<file path="src/stqw_pkg.sv">
package stqw_pkg;

  // configuration port geometry
  localparam int CFG_INDEX_BITS = 3;
  localparam int CFG_DATA_BITS  = 16;

  // register indexes on the configuration port
  localparam logic [CFG_INDEX_BITS-1:0] REG_NEUTRAL   = 3'd0;
  localparam logic [CFG_INDEX_BITS-1:0] REG_MIN       = 3'd1;
  localparam logic [CFG_INDEX_BITS-1:0] REG_GAIN_LOW  = 3'd2;
  localparam logic [CFG_INDEX_BITS-1:0] REG_GAIN_HIGH = 3'd3;
  localparam logic [CFG_INDEX_BITS-1:0] REG_STEP      = 3'd4;
  localparam logic [CFG_INDEX_BITS-1:0] REG_DEAD      = 3'd5;

  // field widths
  localparam int LEVEL_BITS    = 12;
  localparam int GAIN_BITS     = 16;
  localparam int STEP_BITS     = 13;
  localparam int VALUE_BITS    = 16;
  localparam int RESIDUE_BITS  = 14;
  localparam int SUM_BITS      = 18;  // residue plus value change, signed
  localparam int MAG_BITS      = 17;  // magnitude of that sum
  localparam int DIV_BITS      = 14;  // divisor and remainder of the step divider

  // constants
  localparam logic [DIV_BITS-1:0]   GAIN_ONE        = 14'd10000;
  // reciprocal of the gain unit, exact floor divide for any 32-bit product
  localparam logic [31:0]           GAIN_RECIP      = 32'hD1B71759;
  localparam int                    GAIN_SHIFT      = 45;
  localparam logic [7:0]            RING_RESET      = 8'h66;
  localparam logic [LEVEL_BITS-1:0] NEUTRAL_RESET   = 12'd2048;
  localparam logic [LEVEL_BITS-1:0] MIN_RESET       = 12'd0;
  localparam logic [GAIN_BITS-1:0]  GAIN_RESET      = 16'd10000;
  localparam logic [STEP_BITS-1:0]  STEP_RESET      = 13'd22;
  localparam logic [LEVEL_BITS-1:0] DEAD_RESET      = 12'd250;

  // controller to datapath commands
  typedef struct packed {
    logic take_sample;
    logic mul;
    logic recip;
    logic eval;
    logic kdiv_start;
    logic commit;
  } stqw_cmd_t;

  // datapath to controller status
  typedef struct packed {
    logic div_idle;
    logic big;
  } stqw_stat_t;

endpackage

</file>
<file path="src/stqw_div.sv">
module stqw_div
  import stqw_pkg::*;
#(
  parameter int DW = 17,
  parameter int CW = $clog2(DW + 1)
) (
  input  logic                clk,
  input  logic                rst,
  input  logic                start,
  input  logic [CW-1:0]       iters,
  input  logic [DW-1:0]       dividend,
  input  logic [DIV_BITS-1:0] divisor,
  output logic                idle,
  output logic [DW-1:0]       quotient,
  output logic [DIV_BITS-1:0] remainder
);

  logic [CW-1:0]       count;
  logic [DIV_BITS-1:0] rem;
  logic [DW-1:0]       sh;
  logic [DIV_BITS-1:0] dvs;
  logic [DIV_BITS:0]   trial;
  logic [DIV_BITS:0]   diff;
  logic                ge;
  logic [DIV_BITS-1:0] rem_next;

  // one restoring step: shift in a dividend bit, subtract if it fits
  always_comb begin
    trial    = {rem, sh[DW-1]};
    diff     = trial - {1'b0, dvs};
    ge       = (trial >= {1'b0, dvs});
    rem_next = ge ? diff[DIV_BITS-1:0] : trial[DIV_BITS-1:0];
  end

  // iteration counter
  always_ff @(posedge clk) begin
    if (rst) begin
      count <= '0;
    end else if (start) begin
      count <= iters;
    end else if (count != '0) begin
      count <= count - 1'b1;
    end
  end

  // remainder and dividend/quotient shift register
  always_ff @(posedge clk) begin
    if (start) begin
      rem <= '0;
      sh  <= dividend;
      dvs <= divisor;
    end else if (count != '0) begin
      rem <= rem_next;
      sh  <= {sh[DW-2:0], ge};
    end
  end

  assign idle      = (count == '0);
  assign quotient  = sh;
  assign remainder = rem;

endmodule

</file>
<file path="src/stqw_dp.sv">
module stqw_dp
  import stqw_pkg::*;
#(
  parameter int SAMPLE_BITS  = 12,
  parameter int CENTRE_VALUE = 2048
) (
  input  logic                      clk,
  input  logic                      rst,
  input  stqw_cmd_t                 cmd,
  output stqw_stat_t                stat,
  input  logic                      cfg_write,
  input  logic [CFG_INDEX_BITS-1:0] cfg_index,
  input  logic [CFG_DATA_BITS-1:0]  cfg_data,
  input  logic [SAMPLE_BITS-1:0]    sample,
  output logic [7:0]                wheel,
  output logic signed [15:0]        position,
  output logic signed [15:0]        recentre_moves,
  output logic signed [15:0]        step_moves,
  output logic [VALUE_BITS-1:0]     scaled_value,
  output logic                      in_dead_zone
);

  localparam int RW = (SAMPLE_BITS > LEVEL_BITS) ? SAMPLE_BITS : LEVEL_BITS;
  localparam int PW = RW + GAIN_BITS;
  localparam int DW = MAG_BITS;
  localparam int CW = $clog2(DW + 1);
  localparam logic [VALUE_BITS-1:0] CENTRE16 = VALUE_BITS'(CENTRE_VALUE);

  // configuration registers
  logic [LEVEL_BITS-1:0] neutral_level;
  logic [LEVEL_BITS-1:0] min_level;
  logic [GAIN_BITS-1:0]  gain_low;
  logic [GAIN_BITS-1:0]  gain_high;
  logic [STEP_BITS-1:0]  step_scale;
  logic [LEVEL_BITS-1:0] dead_zone;

  // wheel state
  logic [7:0]                     ring;
  logic [VALUE_BITS-1:0]          prev_value;
  logic signed [RESIDUE_BITS-1:0] step_residue;
  logic signed [15:0]             net_position;

  // per-word working registers
  logic [RW-1:0]              raw;
  logic [PW-1:0]              product;
  logic                       add_centre;
  logic [VALUE_BITS-1:0]      quot;
  logic [VALUE_BITS-1:0]      scaled;
  logic                       in_zone;
  logic signed [SUM_BITS-1:0] sum;
  logic                       big;
  logic                       neg;
  logic [MAG_BITS-1:0]        excess;

  // divider hookup
  logic                div_start;
  logic [CW-1:0]       div_iters;
  logic [DW-1:0]       div_dividend;
  logic [DIV_BITS-1:0] div_divisor;
  logic                div_idle;
  logic [DW-1:0]       div_quotient;
  logic [DIV_BITS-1:0] div_remainder;

  // combinational helpers
  logic [RW-1:0]              nl;
  logic [RW-1:0]              ml;
  logic [RW-1:0]              r_cl;
  logic                       lower;
  logic [RW-1:0]              delta;
  logic [GAIN_BITS-1:0]       gain;
  logic [63:0]                recip_full;
  logic [VALUE_BITS-1:0]      v16;
  logic signed [SUM_BITS-1:0] v_ext;
  logic signed [SUM_BITS-1:0] p_ext;
  logic signed [SUM_BITS-1:0] r_ext;
  logic signed [SUM_BITS-1:0] s_ext;
  logic signed [SUM_BITS-1:0] lo_bound;
  logic signed [SUM_BITS-1:0] hi_bound;
  logic signed [SUM_BITS-1:0] sum_c;
  logic signed [SUM_BITS-1:0] mag_c;
  logic signed [SUM_BITS-1:0] excess_c;
  logic                       inside_c;
  logic                       pos_big;
  logic                       neg_big;
  logic [VALUE_BITS-1:0]      prev_eff;
  logic [STEP_BITS-1:0]       s_eff;
  logic [15:0]                k16;
  logic [15:0]                moves16;
  logic [15:0]                recentre16;
  logic [15:0]                base_pos;
  logic [15:0]                pos_new;
  logic [RESIDUE_BITS-1:0]    residue_new;
  logic [2:0]                 rot;
  logic [15:0]                ring2;
  logic [7:0]                 ring_new;

  // configuration writes
  always_ff @(posedge clk) begin
    if (rst) begin
      neutral_level <= NEUTRAL_RESET;
      min_level     <= MIN_RESET;
      gain_low      <= GAIN_RESET;
      gain_high     <= GAIN_RESET;
      step_scale    <= STEP_RESET;
      dead_zone     <= DEAD_RESET;
    end else if (cfg_write) begin
      case (cfg_index)
        REG_NEUTRAL:   neutral_level <= cfg_data[LEVEL_BITS-1:0];
        REG_MIN:       min_level     <= cfg_data[LEVEL_BITS-1:0];
        REG_GAIN_LOW:  gain_low      <= cfg_data[GAIN_BITS-1:0];
        REG_GAIN_HIGH: gain_high     <= cfg_data[GAIN_BITS-1:0];
        REG_STEP:      step_scale    <= cfg_data[STEP_BITS-1:0];
        REG_DEAD:      dead_zone     <= cfg_data[LEVEL_BITS-1:0];
        default: ;
      endcase
    end
  end

  // piecewise selection: clamp low samples, pick offset and gain
  always_comb begin
    nl    = RW'(neutral_level);
    ml    = RW'(min_level);
    r_cl  = ((raw < nl) && (raw < ml)) ? ml : raw;
    lower = (r_cl < nl);
    delta = lower ? (r_cl - ml) : (r_cl - nl);
    gain  = lower ? gain_low : gain_high;
  end

  // divide by the gain unit as a reciprocal multiply
  always_comb begin
    recip_full = 64'(product) * 64'(GAIN_RECIP);
  end

  // dead zone test and residue update
  always_comb begin
    v16      = quot + (add_centre ? CENTRE16 : '0);
    v_ext    = {2'b00, v16};
    lo_bound = $signed(SUM_BITS'(CENTRE_VALUE)) - $signed({6'b0, dead_zone});
    hi_bound = $signed(SUM_BITS'(CENTRE_VALUE)) + $signed({6'b0, dead_zone});
    inside_c = (v_ext > lo_bound) && (v_ext < hi_bound);
    prev_eff = inside_c ? v16 : prev_value;
    p_ext    = {2'b00, prev_eff};
    r_ext    = {{(SUM_BITS - RESIDUE_BITS){step_residue[RESIDUE_BITS-1]}}, step_residue};
    sum_c    = r_ext + v_ext - p_ext;
    s_eff    = (step_scale == '0) ? STEP_BITS'(1) : step_scale;
    s_ext    = {{(SUM_BITS - STEP_BITS){1'b0}}, s_eff};
    pos_big  = (sum_c > s_ext);
    neg_big  = (sum_c < -s_ext);
    mag_c    = neg_big ? -sum_c : sum_c;
    excess_c = mag_c - s_ext - SUM_BITS'(1);
  end

  // divider operands: step count divide
  assign div_start    = cmd.kdiv_start;
  assign div_iters    = CW'(MAG_BITS);
  assign div_dividend = excess;
  assign div_divisor  = {1'b0, s_eff};

  stqw_div #(
    .DW (DW),
    .CW (CW)
  ) u_div (
    .clk       (clk),
    .rst       (rst),
    .start     (div_start),
    .iters     (div_iters),
    .dividend  (div_dividend),
    .divisor   (div_divisor),
    .idle      (div_idle),
    .quotient  (div_quotient),
    .remainder (div_remainder)
  );

  // final moves, residue, position and ring rotation
  always_comb begin
    k16         = div_quotient[15:0] + 16'd1;
    moves16     = !big ? 16'd0 : (neg ? -k16 : k16);
    if (!big) begin
      residue_new = sum[RESIDUE_BITS-1:0];
    end else if (neg) begin
      // minus one minus the remainder
      residue_new = ~div_remainder;
    end else begin
      residue_new = div_remainder + RESIDUE_BITS'(1);
    end
    recentre16  = in_zone ? -net_position : 16'd0;
    base_pos    = in_zone ? 16'd0 : net_position;
    pos_new     = base_pos + moves16;
    rot         = recentre16[2:0] + moves16[2:0];
    ring2       = {ring, ring} >> rot;
    ring_new    = ring2[7:0];
  end

  // per-word registers
  always_ff @(posedge clk) begin
    if (cmd.take_sample) begin
      raw <= RW'(sample);
    end
    if (cmd.mul) begin
      product    <= PW'(delta) * PW'(gain);
      add_centre <= !lower;
    end
    if (cmd.recip) begin
      quot <= recip_full[GAIN_SHIFT +: VALUE_BITS];
    end
    if (cmd.eval) begin
      scaled  <= v16;
      in_zone <= inside_c;
      sum     <= sum_c;
      big     <= pos_big | neg_big;
      neg     <= neg_big;
      excess  <= excess_c[MAG_BITS-1:0];
    end
  end

  // wheel state
  always_ff @(posedge clk) begin
    if (rst) begin
      ring         <= RING_RESET;
      prev_value   <= CENTRE16;
      step_residue <= '0;
      net_position <= '0;
    end else if (cmd.commit) begin
      ring         <= ring_new;
      prev_value   <= scaled;
      step_residue <= residue_new;
      net_position <= pos_new;
    end
  end

  // output word register
  always_ff @(posedge clk) begin
    if (cmd.commit) begin
      wheel          <= ring_new;
      position       <= pos_new;
      recentre_moves <= recentre16;
      step_moves     <= moves16;
      scaled_value   <= scaled;
      in_dead_zone   <= in_zone;
    end
  end

  assign stat.div_idle = div_idle;
  assign stat.big      = big;

endmodule

</file>
<file path="src/stqw_ctrl.sv">
module stqw_ctrl
  import stqw_pkg::*;
(
  input  logic       clk,
  input  logic       rst,
  input  logic       in_valid,
  output logic       in_stall,
  output logic       out_valid,
  input  logic       out_stall,
  output stqw_cmd_t  cmd,
  input  stqw_stat_t stat
);

  typedef enum logic [6:0] {
    S_IDLE  = 7'b0000001,
    S_MUL   = 7'b0000010,
    S_RECIP = 7'b0000100,
    S_EVAL  = 7'b0001000,
    S_STEP  = 7'b0010000,
    S_KDIV  = 7'b0100000,
    S_DONE  = 7'b1000000
  } stqw_state_t;

  stqw_state_t state;
  stqw_state_t state_next;
  logic        out_free;

  assign out_free = !out_valid || !out_stall;

  // sequencing
  always_comb begin
    cmd        = '0;
    state_next = state;
    case (state)
      S_IDLE: begin
        if (in_valid) begin
          cmd.take_sample = 1'b1;
          state_next      = S_MUL;
        end
      end
      S_MUL: begin
        cmd.mul    = 1'b1;
        state_next = S_RECIP;
      end
      S_RECIP: begin
        cmd.recip  = 1'b1;
        state_next = S_EVAL;
      end
      S_EVAL: begin
        cmd.eval   = 1'b1;
        state_next = S_STEP;
      end
      S_STEP: begin
        if (stat.big) begin
          cmd.kdiv_start = 1'b1;
          state_next     = S_KDIV;
        end else begin
          state_next = S_DONE;
        end
      end
      S_KDIV: begin
        if (stat.div_idle) begin
          state_next = S_DONE;
        end
      end
      S_DONE: begin
        if (out_free) begin
          cmd.commit = 1'b1;
          state_next = S_IDLE;
        end
      end
      default: begin
        state_next = S_IDLE;
      end
    endcase
  end

  always_ff @(posedge clk) begin
    if (rst) begin
      state <= S_IDLE;
    end else begin
      state <= state_next;
    end
  end

  // output word valid
  always_ff @(posedge clk) begin
    if (rst) begin
      out_valid <= 1'b0;
    end else if (cmd.commit) begin
      out_valid <= 1'b1;
    end else if (!out_stall) begin
      out_valid <= 1'b0;
    end
  end

  assign in_stall = (state != S_IDLE);

`ifndef SYNTHESIS
  // accepted word starts the multiply next cycle
  a_accept_to_mul: assert property (@(posedge clk) disable iff (rst)
    (in_valid && !in_stall) |=> (state == S_MUL))
    else $error("accepted word did not start the multiply");

  // a new result only appears after the commit state
  a_valid_from_done: assert property (@(posedge clk) disable iff (rst)
    $rose(out_valid) |-> $past(state == S_DONE))
    else $error("output valid rose outside commit");

  // reciprocal multiply always moves on to evaluation
  a_recip_to_eval: assert property (@(posedge clk) disable iff (rst)
    (state == S_RECIP) |=> (state == S_EVAL))
    else $error("reciprocal multiply did not move to evaluation");

  // blocked output slot holds the finished word back
  a_done_holds: assert property (@(posedge clk) disable iff (rst)
    (state == S_DONE && out_valid && out_stall) |=> (state == S_DONE))
    else $error("word committed over a pending result");
`endif

endmodule

</file>
<file path="src/stick_to_quadrature_wheel.sv">
// stick to quadrature wheel
//
// input channel: in_valid / in_stall with one raw stick sample per word; a
// word is taken at a clock edge with in_valid high and in_stall low.
// output channel: out_valid / out_stall with one result word per sample:
// wheel byte, net position, recentre and step move counts, scaled value and
// the dead zone flag. the result is held in an output register.
// configuration: cfg_write, cfg_index, cfg_data write one register per edge;
// write only while no sample is in flight.
// sequencing: the gain multiply, then the divide by the gain unit (a
// reciprocal multiply), then the evaluation; a step count divide on a 17
// step serial divider follows only when the motion exceeds one step, and
// only one sample is worked on at a time.
// stall: a finished word waits in the commit state while the previous
// result is stalled at the output; in_stall stays high until it commits.
// reset: synchronous, clears the wheel state (ring 0x66, position and
// residue zero, previous value at centre) and restores register defaults.
module stick_to_quadrature_wheel
  import stqw_pkg::*;
#(
  parameter int SAMPLE_BITS  = 12,
  parameter int CENTRE_VALUE = 2048
) (
  input  logic                      clk,
  input  logic                      rst,
  input  logic                      in_valid,
  output logic                      in_stall,
  input  logic [SAMPLE_BITS-1:0]    sample,
  output logic                      out_valid,
  input  logic                      out_stall,
  output logic [7:0]                wheel,
  output logic signed [15:0]        position,
  output logic signed [15:0]        recentre_moves,
  output logic signed [15:0]        step_moves,
  output logic [VALUE_BITS-1:0]     scaled_value,
  output logic                      in_dead_zone,
  input  logic                      cfg_write,
  input  logic [CFG_INDEX_BITS-1:0] cfg_index,
  input  logic [CFG_DATA_BITS-1:0]  cfg_data
);

  stqw_cmd_t  cmd;
  stqw_stat_t stat;

  stqw_ctrl u_ctrl (
    .clk       (clk),
    .rst       (rst),
    .in_valid  (in_valid),
    .in_stall  (in_stall),
    .out_valid (out_valid),
    .out_stall (out_stall),
    .cmd       (cmd),
    .stat      (stat)
  );

  stqw_dp #(
    .SAMPLE_BITS  (SAMPLE_BITS),
    .CENTRE_VALUE (CENTRE_VALUE)
  ) u_dp (
    .clk            (clk),
    .rst            (rst),
    .cmd            (cmd),
    .stat           (stat),
    .cfg_write      (cfg_write),
    .cfg_index      (cfg_index),
    .cfg_data       (cfg_data),
    .sample         (sample),
    .wheel          (wheel),
    .position       (position),
    .recentre_moves (recentre_moves),
    .step_moves     (step_moves),
    .scaled_value   (scaled_value),
    .in_dead_zone   (in_dead_zone)
  );

endmodule

</file>
<file path="config.mk">
export PLATFORM = sky130hd
export DESIGN_NAME = stick_to_quadrature_wheel
export DESIGN_NICKNAME = d
export VERILOG_FILES = /design/src/stqw_pkg.sv /design/src/stqw_div.sv /design/src/stqw_dp.sv /design/src/stqw_ctrl.sv /design/src/stick_to_quadrature_wheel.sv
export SDC_FILE = /design/constraint.sdc
export NUM_CORES = 2
export LEC_CHECK = 0
export BUFFER_PORTS_ARGS = -buffer_cell sky130_fd_sc_hd__clkbuf_2
export CORE_ASPECT_RATIO = 0.6
export CORE_MARGIN = 5
export CORE_UTILIZATION = 30
export DETAILED_ROUTE_END_ITERATION = 8
export GPL_TIMING_DRIVEN = 0
export PLACE_DENSITY = 0.53
export SYNTH_ARGS = -nofsm -noshare
export SYNTH_HDL_FRONTEND = slang
export SYNTH_SLANG_ARGS = --single-unit
</file>
<file path="constraint.sdc">
create_clock -name clk -period 30 [get_ports clk]
set_clock_uncertainty 0.1 [all_clocks]
set_input_delay 9 -clock clk [delete_from_list [all_inputs] [get_ports clk]]
set_output_delay 9 -clock clk [all_outputs]
set_load 0.01 [all_outputs]
</file>
Word-level counts from Yosys, hierarchy flattened
Index checks and enable logic that the tools add are counted.
{"block": "word_totals", "register_bits": 371, "input_bits": 36, "output_inout_bits": 75, "word_cells": 136}
{"block": "classes", "n_addsub": 19, "n_mul": 2, "n_lt_le_gt_ge": 8, "n_eq_ne": 17, "shift": 1, "n_mux": 34, "bitwise": 2, "reduce_logical": 19}
{"operator": "$mux 16", "n": 5}
{"operator": "$mul 28x32->60 const B", "n": 1}
{"operator": "$mux 17", "n": 3}
{"operator": "$pmux 7 s7", "n": 1}
{"operator": "$mux 14", "n": 3}
{"operator": "$lt 12x12->1", "n": 3}
{"operator": "$mux 12", "n": 3}
{"operator": "$neg 16->16", "n": 2}
{"operator": "$mul 12x16->28", "n": 1}
{"operator": "$mux 7", "n": 4}
{"operator": "$sub 12x12->12", "n": 2}
{"operator": "$add 14x17->18", "n": 1}
{"operator": "$gt 17x18->1", "n": 1}
{"operator": "$gt 18x14->1", "n": 1}
{"operator": "$lt 17x18->1", "n": 1}
{"operator": "$lt 18x18->1", "n": 1}
{"operator": "$neg 13->18", "n": 1}
{"operator": "$sub 18x17->18", "n": 1}
{"operator": "$neg 17->17", "n": 1}
{"operator": "$sub 17x14->17", "n": 1}
{"operator": "$sub 17x2->17 const B", "n": 1}
{"operator": "$add 15x16->16", "n": 1}
{"operator": "$add 16x1->16 const B", "n": 1}
{"operator": "$add 16x16->16", "n": 1}
{"operator": "38 further kinds", "n": 61}

Depth between registers and ports, before layout
{"block": "logic_depth", "depth_word": 10, "mapped_depth": 50}

Hierarchy
From an unflattened synthesis, not the netlist that was laid out.
{"block": "unflattened", "cells_unflattened": 4315, "hier_area_um2": 42713.5}
{"module": "stqw_dp", "n_inst": 1, "cells_each": 3988, "area_per_inst_um2": 39414.1, "seq_area_each_um2": 8077.7}
{"module": "stqw_div", "n_inst": 1, "cells_each": 273, "area_per_inst_um2": 2844.0, "seq_area_each_um2": 1311.3}
{"module": "stqw_ctrl", "n_inst": 1, "cells_each": 54, "area_per_inst_um2": 455.4, "seq_area_each_um2": 160.2}

Least setup slack after synthesis
No wires, ideal clock.
{"block": "synth_path", "path_type": "input to register", "start": "input port out_stall", "end": "register u_dp.in_dead_zone (enable)", "arrival_time_ns": 11.469, "t_required_ns": 29.434, "setup_slack_ns": 17.965, "stages": 4, "path_buffers": 1, "path_cell_list": "nand2_1 -> nand2b_1 -> inv_2 -> clkbuf_1"}
{"element": "start, declared", "line": "stick_to_quadrature_wheel.sv:30", "rtl": "input logic out_stall,"}
{"element": "end signal, assigned", "line": "stqw_dp.sv:239", "rtl": "in_dead_zone <= in_zone;"}
{"element": "end, declared", "line": "stqw_dp.sv:20", "rtl": "output logic in_dead_zone"}

Final worst setup path
{"block": "layout_path", "start": "register u_dp.raw[9]", "end": "register u_dp.product[26] (data pin)"}
{"block": "layout_between", "elab_chain_cells": 6, "elab_cells_between_ends": 10, "classes_between": "add/sub: 2; mul: 1; order compare: 3; mux: 3; reduce/logical: 1"}
{"element": "start, declared", "line": "stqw_dp.sv:44", "rtl": "logic [RW-1:0] raw;"}
{"element": "start signal, assigned", "line": "stqw_dp.sv:197", "rtl": "raw <= RW'(sample);"}
{"element": "$lt 12x12->1", "line": "stqw_dp.sv:123", "rtl": "r_cl = ((raw < nl) && (raw < ml)) ? ml : raw;"}
{"element": "$logic_and 1x1->1", "line": "stqw_dp.sv:123"}
{"element": "$mux 12 *", "line": "stqw_dp.sv:123"}
{"element": "$sub 12x12->12 or $lt 12x12->1 (tied branches)", "line": "stqw_dp.sv:125, stqw_dp.sv:124"}
{"element": "$mux 12 or $mux 16 (tied branches)", "line": "stqw_dp.sv:125, stqw_dp.sv:126"}
{"element": "$mul 12x16->28 *", "line": "stqw_dp.sv:200", "rtl": "product <= PW'(delta) * PW'(gain);"}
{"element": "end signal, assigned", "line": "stqw_dp.sv:200"}
{"element": "end, declared", "line": "stqw_dp.sv:45", "rtl": "logic [PW-1:0] product;"}
Mark *: on every way between the ends. The rest lies on a longest branch, timed or not.
A chain may end at the register's enable or synchronous reset.

==> impl_metrics.env <==
export IMPL_drc_errors=0
export IMPL_reg2reg_depth=40
export IMPL_worstPathRequired_ps=30240
export IMPL_setup_worst_path_start="u_dp.raw[9]"
export IMPL_dieArea_um2=148000
export IMPL_stdcell_area_um2=46000
export IMPL_synth_avg_cell_area_um2=9.77
export IMPL_ys_flop_type="edfxtp_1"
export IMPL_hp_start="u_dp.scaled[1]"
export IMPL_design_core_area_um2=139000
export IMPL_reg2reg_from="u_dp.raw[9]"
export IMPL_drv_slew=0
export IMPL_dr_pass1_iters=6
export IMPL_tritoncts="yes"
export IMPL_synth_xor_area_share=0.0381
export IMPL_clock_sinks=371
export IMPL_synth_compound_area_frac=0.0893
export IMPL_fillers=14282
export IMPL_routabilityCongestion=0.946
export IMPL_viasPerCell=4.85
export IMPL_top_register="u_dp.product"
export IMPL_cts_max_level=2
export IMPL_core_rowCount=106
export IMPL_cts_hold_buffers=0
export IMPL_yosysTopAreaCell="fa_1"
export IMPL_hold_depth=0
export IMPL_grt_pass1_wl_mm=195
export IMPL_fin_crit_ps=12020
export IMPL_grtUsageTotal=0.174
export IMPL_yosysWarnings=0
export IMPL_wl_met1_mm=68.9
export IMPL_ys_seq_area_frac=0.227
export IMPL_multi_input_area_um2=28900
export IMPL_synth_seq_cells=371
export IMPL_die_h_um=300
export IMPL_synth_top_area_share=0.258
export IMPL_dr_wl_met3_mm=16.6
export IMPL_vias=30645
export IMPL_maxCapViolCount=0
export IMPL_slowest_stage="mux2i_1"
export IMPL_outcome="completed"
export IMPL_clk_path_buf_depth=3
export IMPL_synthSimpleGateAreaFrac=0.120
export IMPL_ioPinCount=111
export IMPL_routed_wl_mm=128
export IMPL_port_buffers=107
export IMPL_hold_viol_final=0
export IMPL_clk_pin_slew_ps=70
export IMPL_yosysUniqueCellTypes=96
export IMPL_nets=5569
export IMPL_root_buffer="clkbuf_16"
export IMPL_synth_cells=4292
export IMPL_slowest_delay_ps=870
export IMPL_cts_buffers=39
export IMPL_cts_setup_buffers=0
export IMPL_antenna_found_initial=4
export IMPL_place_area_um2=44800
export IMPL_synthAdderAreaFrac=0.421
export IMPL_worstPathMaxFanout=10
export IMPL_grt_pass1_vias=30224
export IMPL_setup_viol=0
export IMPL_routed_top_layer="met5"
export IMPL_max_slew_margin=0.0641
export IMPL_crit_top_cell="fa_1"
export IMPL_area_delta_synth_final_pct=9.77
export IMPL_end_kind="flip-flop"
export IMPL_drtIter0Drc=2590
export IMPL_synth_area_leaders="fa_1, ha_1, edfxtp_1"
export IMPL_fin_crit_sh=0.401
export IMPL_synth_edf_count=209
export IMPL_hold_path_class="flip-flop to flip-flop"
export IMPL_synthTopCellsByCount="inv_1, ha_1, fa_1"
export IMPL_largest_reg_flops=28
export IMPL_rsz0062_at_grt="false"
export IMPL_grt_overflow_total=0
export IMPL_dp_hpwl_mm=109
export IMPL_grt_max_degree=46
export IMPL_seqCellArea_um2=9520
export IMPL_clkLatencyLatePin_ps=600
export IMPL_worstSetupPathType="flip-flop to flip-flop"
export IMPL_cp_arrival_ps=12260
export IMPL_worst_slew_pin_slew_ps=1390
export IMPL_muxShareOfSynthArea=0.0209
export IMPL_start_util=0.302
export IMPL_cp_start_kind="flip-flop"
export IMPL_die_width_um=493
export IMPL_wl_met2_mm=41.7
export IMPL_routedWlPerCell_um=20.4
export IMPL_holdWs_ps=324
export IMPL_synth_most_common_cell="inv_1"
export IMPL_cts_resized_gates=0
export IMPL_synthArstFlopShare=0
export IMPL_tns_ps=0
export IMPL_fmax_ghz=0.0832
export IMPL_synth_top_family_by_area="adder cells"
export IMPL_syn_area_um2=41900
export IMPL_layout_drive_gt1_share=0.0626
export IMPL_ant_nets=0
-- kinds of logic (layout without fill, tap and decap cells) --
logic type	after synthesis	after routing
buffers and inverters	914	1096
other	1	4
AO/OA/AOI/OAI	590	590
AND/OR/NAND/NOR	1065	1065
flip-flops	371	371
XOR/XNOR	178	178
adder cells (fa/ha/maj)	1089	1089
multiplexers	84	84
-- worst max-delay path, delay by kind of cell, from the launching register on --
| kind | cells | cell delay [ps] |
|---|---|---|
| AOI/OAI and AO/OA | 20 | 4940 |
| muxes | 1 | 870 |
| and+or+nand+nor | 6 | 700 |
| DFF | 1 | 440 |
| buffers and inverters | 4 | 1060 |
| adders and majority gates | 8 | 3520 |
| xor gates and xnor gates | 1 | 130 |
-- cell usage in the layout, fill, tap and decap left out, types with 23 or more instances in the layout --
cell / instances
nand2_1: 490
and3_1: 24
mux2_2: 29
nor2_1: 183
nor3_1: 49
and2_1: 40
o21ai_0: 125
o21a_1: 24
nand3b_1: 33
a21oi_1: 215
nand4_1: 23
xor2_1: 44
mux2i_1: 55
clkbuf_2: 108
edfxtp_1: 209
nand2b_1: 32
fa_1: 540
nand3_1: 43
a21o_1: 60
dfxtp_1: 162
ha_1: 549
nor2b_1: 67
clkbuf_16: 39
inv_1: 796
clkbuf_1: 91
xnor2_1: 129
-- metrics by stage --
step / utilization / cells / setup WS (ps)
5_1_grt: 0.331 / 6313 / 16960
3_3_place_gp: 0.322 / 6236 / 16210
3_5_place_dp: 0.322 / 6239 / 18130
2_1_floorplan: - / 4293 / 17960
4_1_cts: 0.331 / 6311 / 18090
6_report: 0.331 / 6313 / 17980
-- worst paths after layout --
check | end | slack (ps)
setup / recovery | u_dp.product[26] | 17980
hold reg to reg | u_dp.scaled_value[1] | 320
setup reg to reg | u_dp.product[26] | 17980
hold / removal | u_dp.scaled_value[1] | 320
-- metal layers --
metal	vias up	global-route usage
li1	14299	-
met1	15189	0.292
met2	1077	0.195
met3	78	0.0786
met4	2	0.0193
met5	-	0.00487
-- final cells by class --
cell class / count / share of cell area
well taps: 1836 / 0.0499
clock buffers: 55 / 0.0236
inverters: 800 / 0.0652
multi-input cells: 3008 / 0.628
flip-flops and latches: 371 / 0.207
repair buffers: 110 / 0.0128
diodes: 2 / 0.000109
clock inverters: 17 / 0.00239
plain buffers: 114 / 0.0110
Power is not shown: default switching activity piles up to over one toggle a cycle in this logic, so the estimate is an artifact.
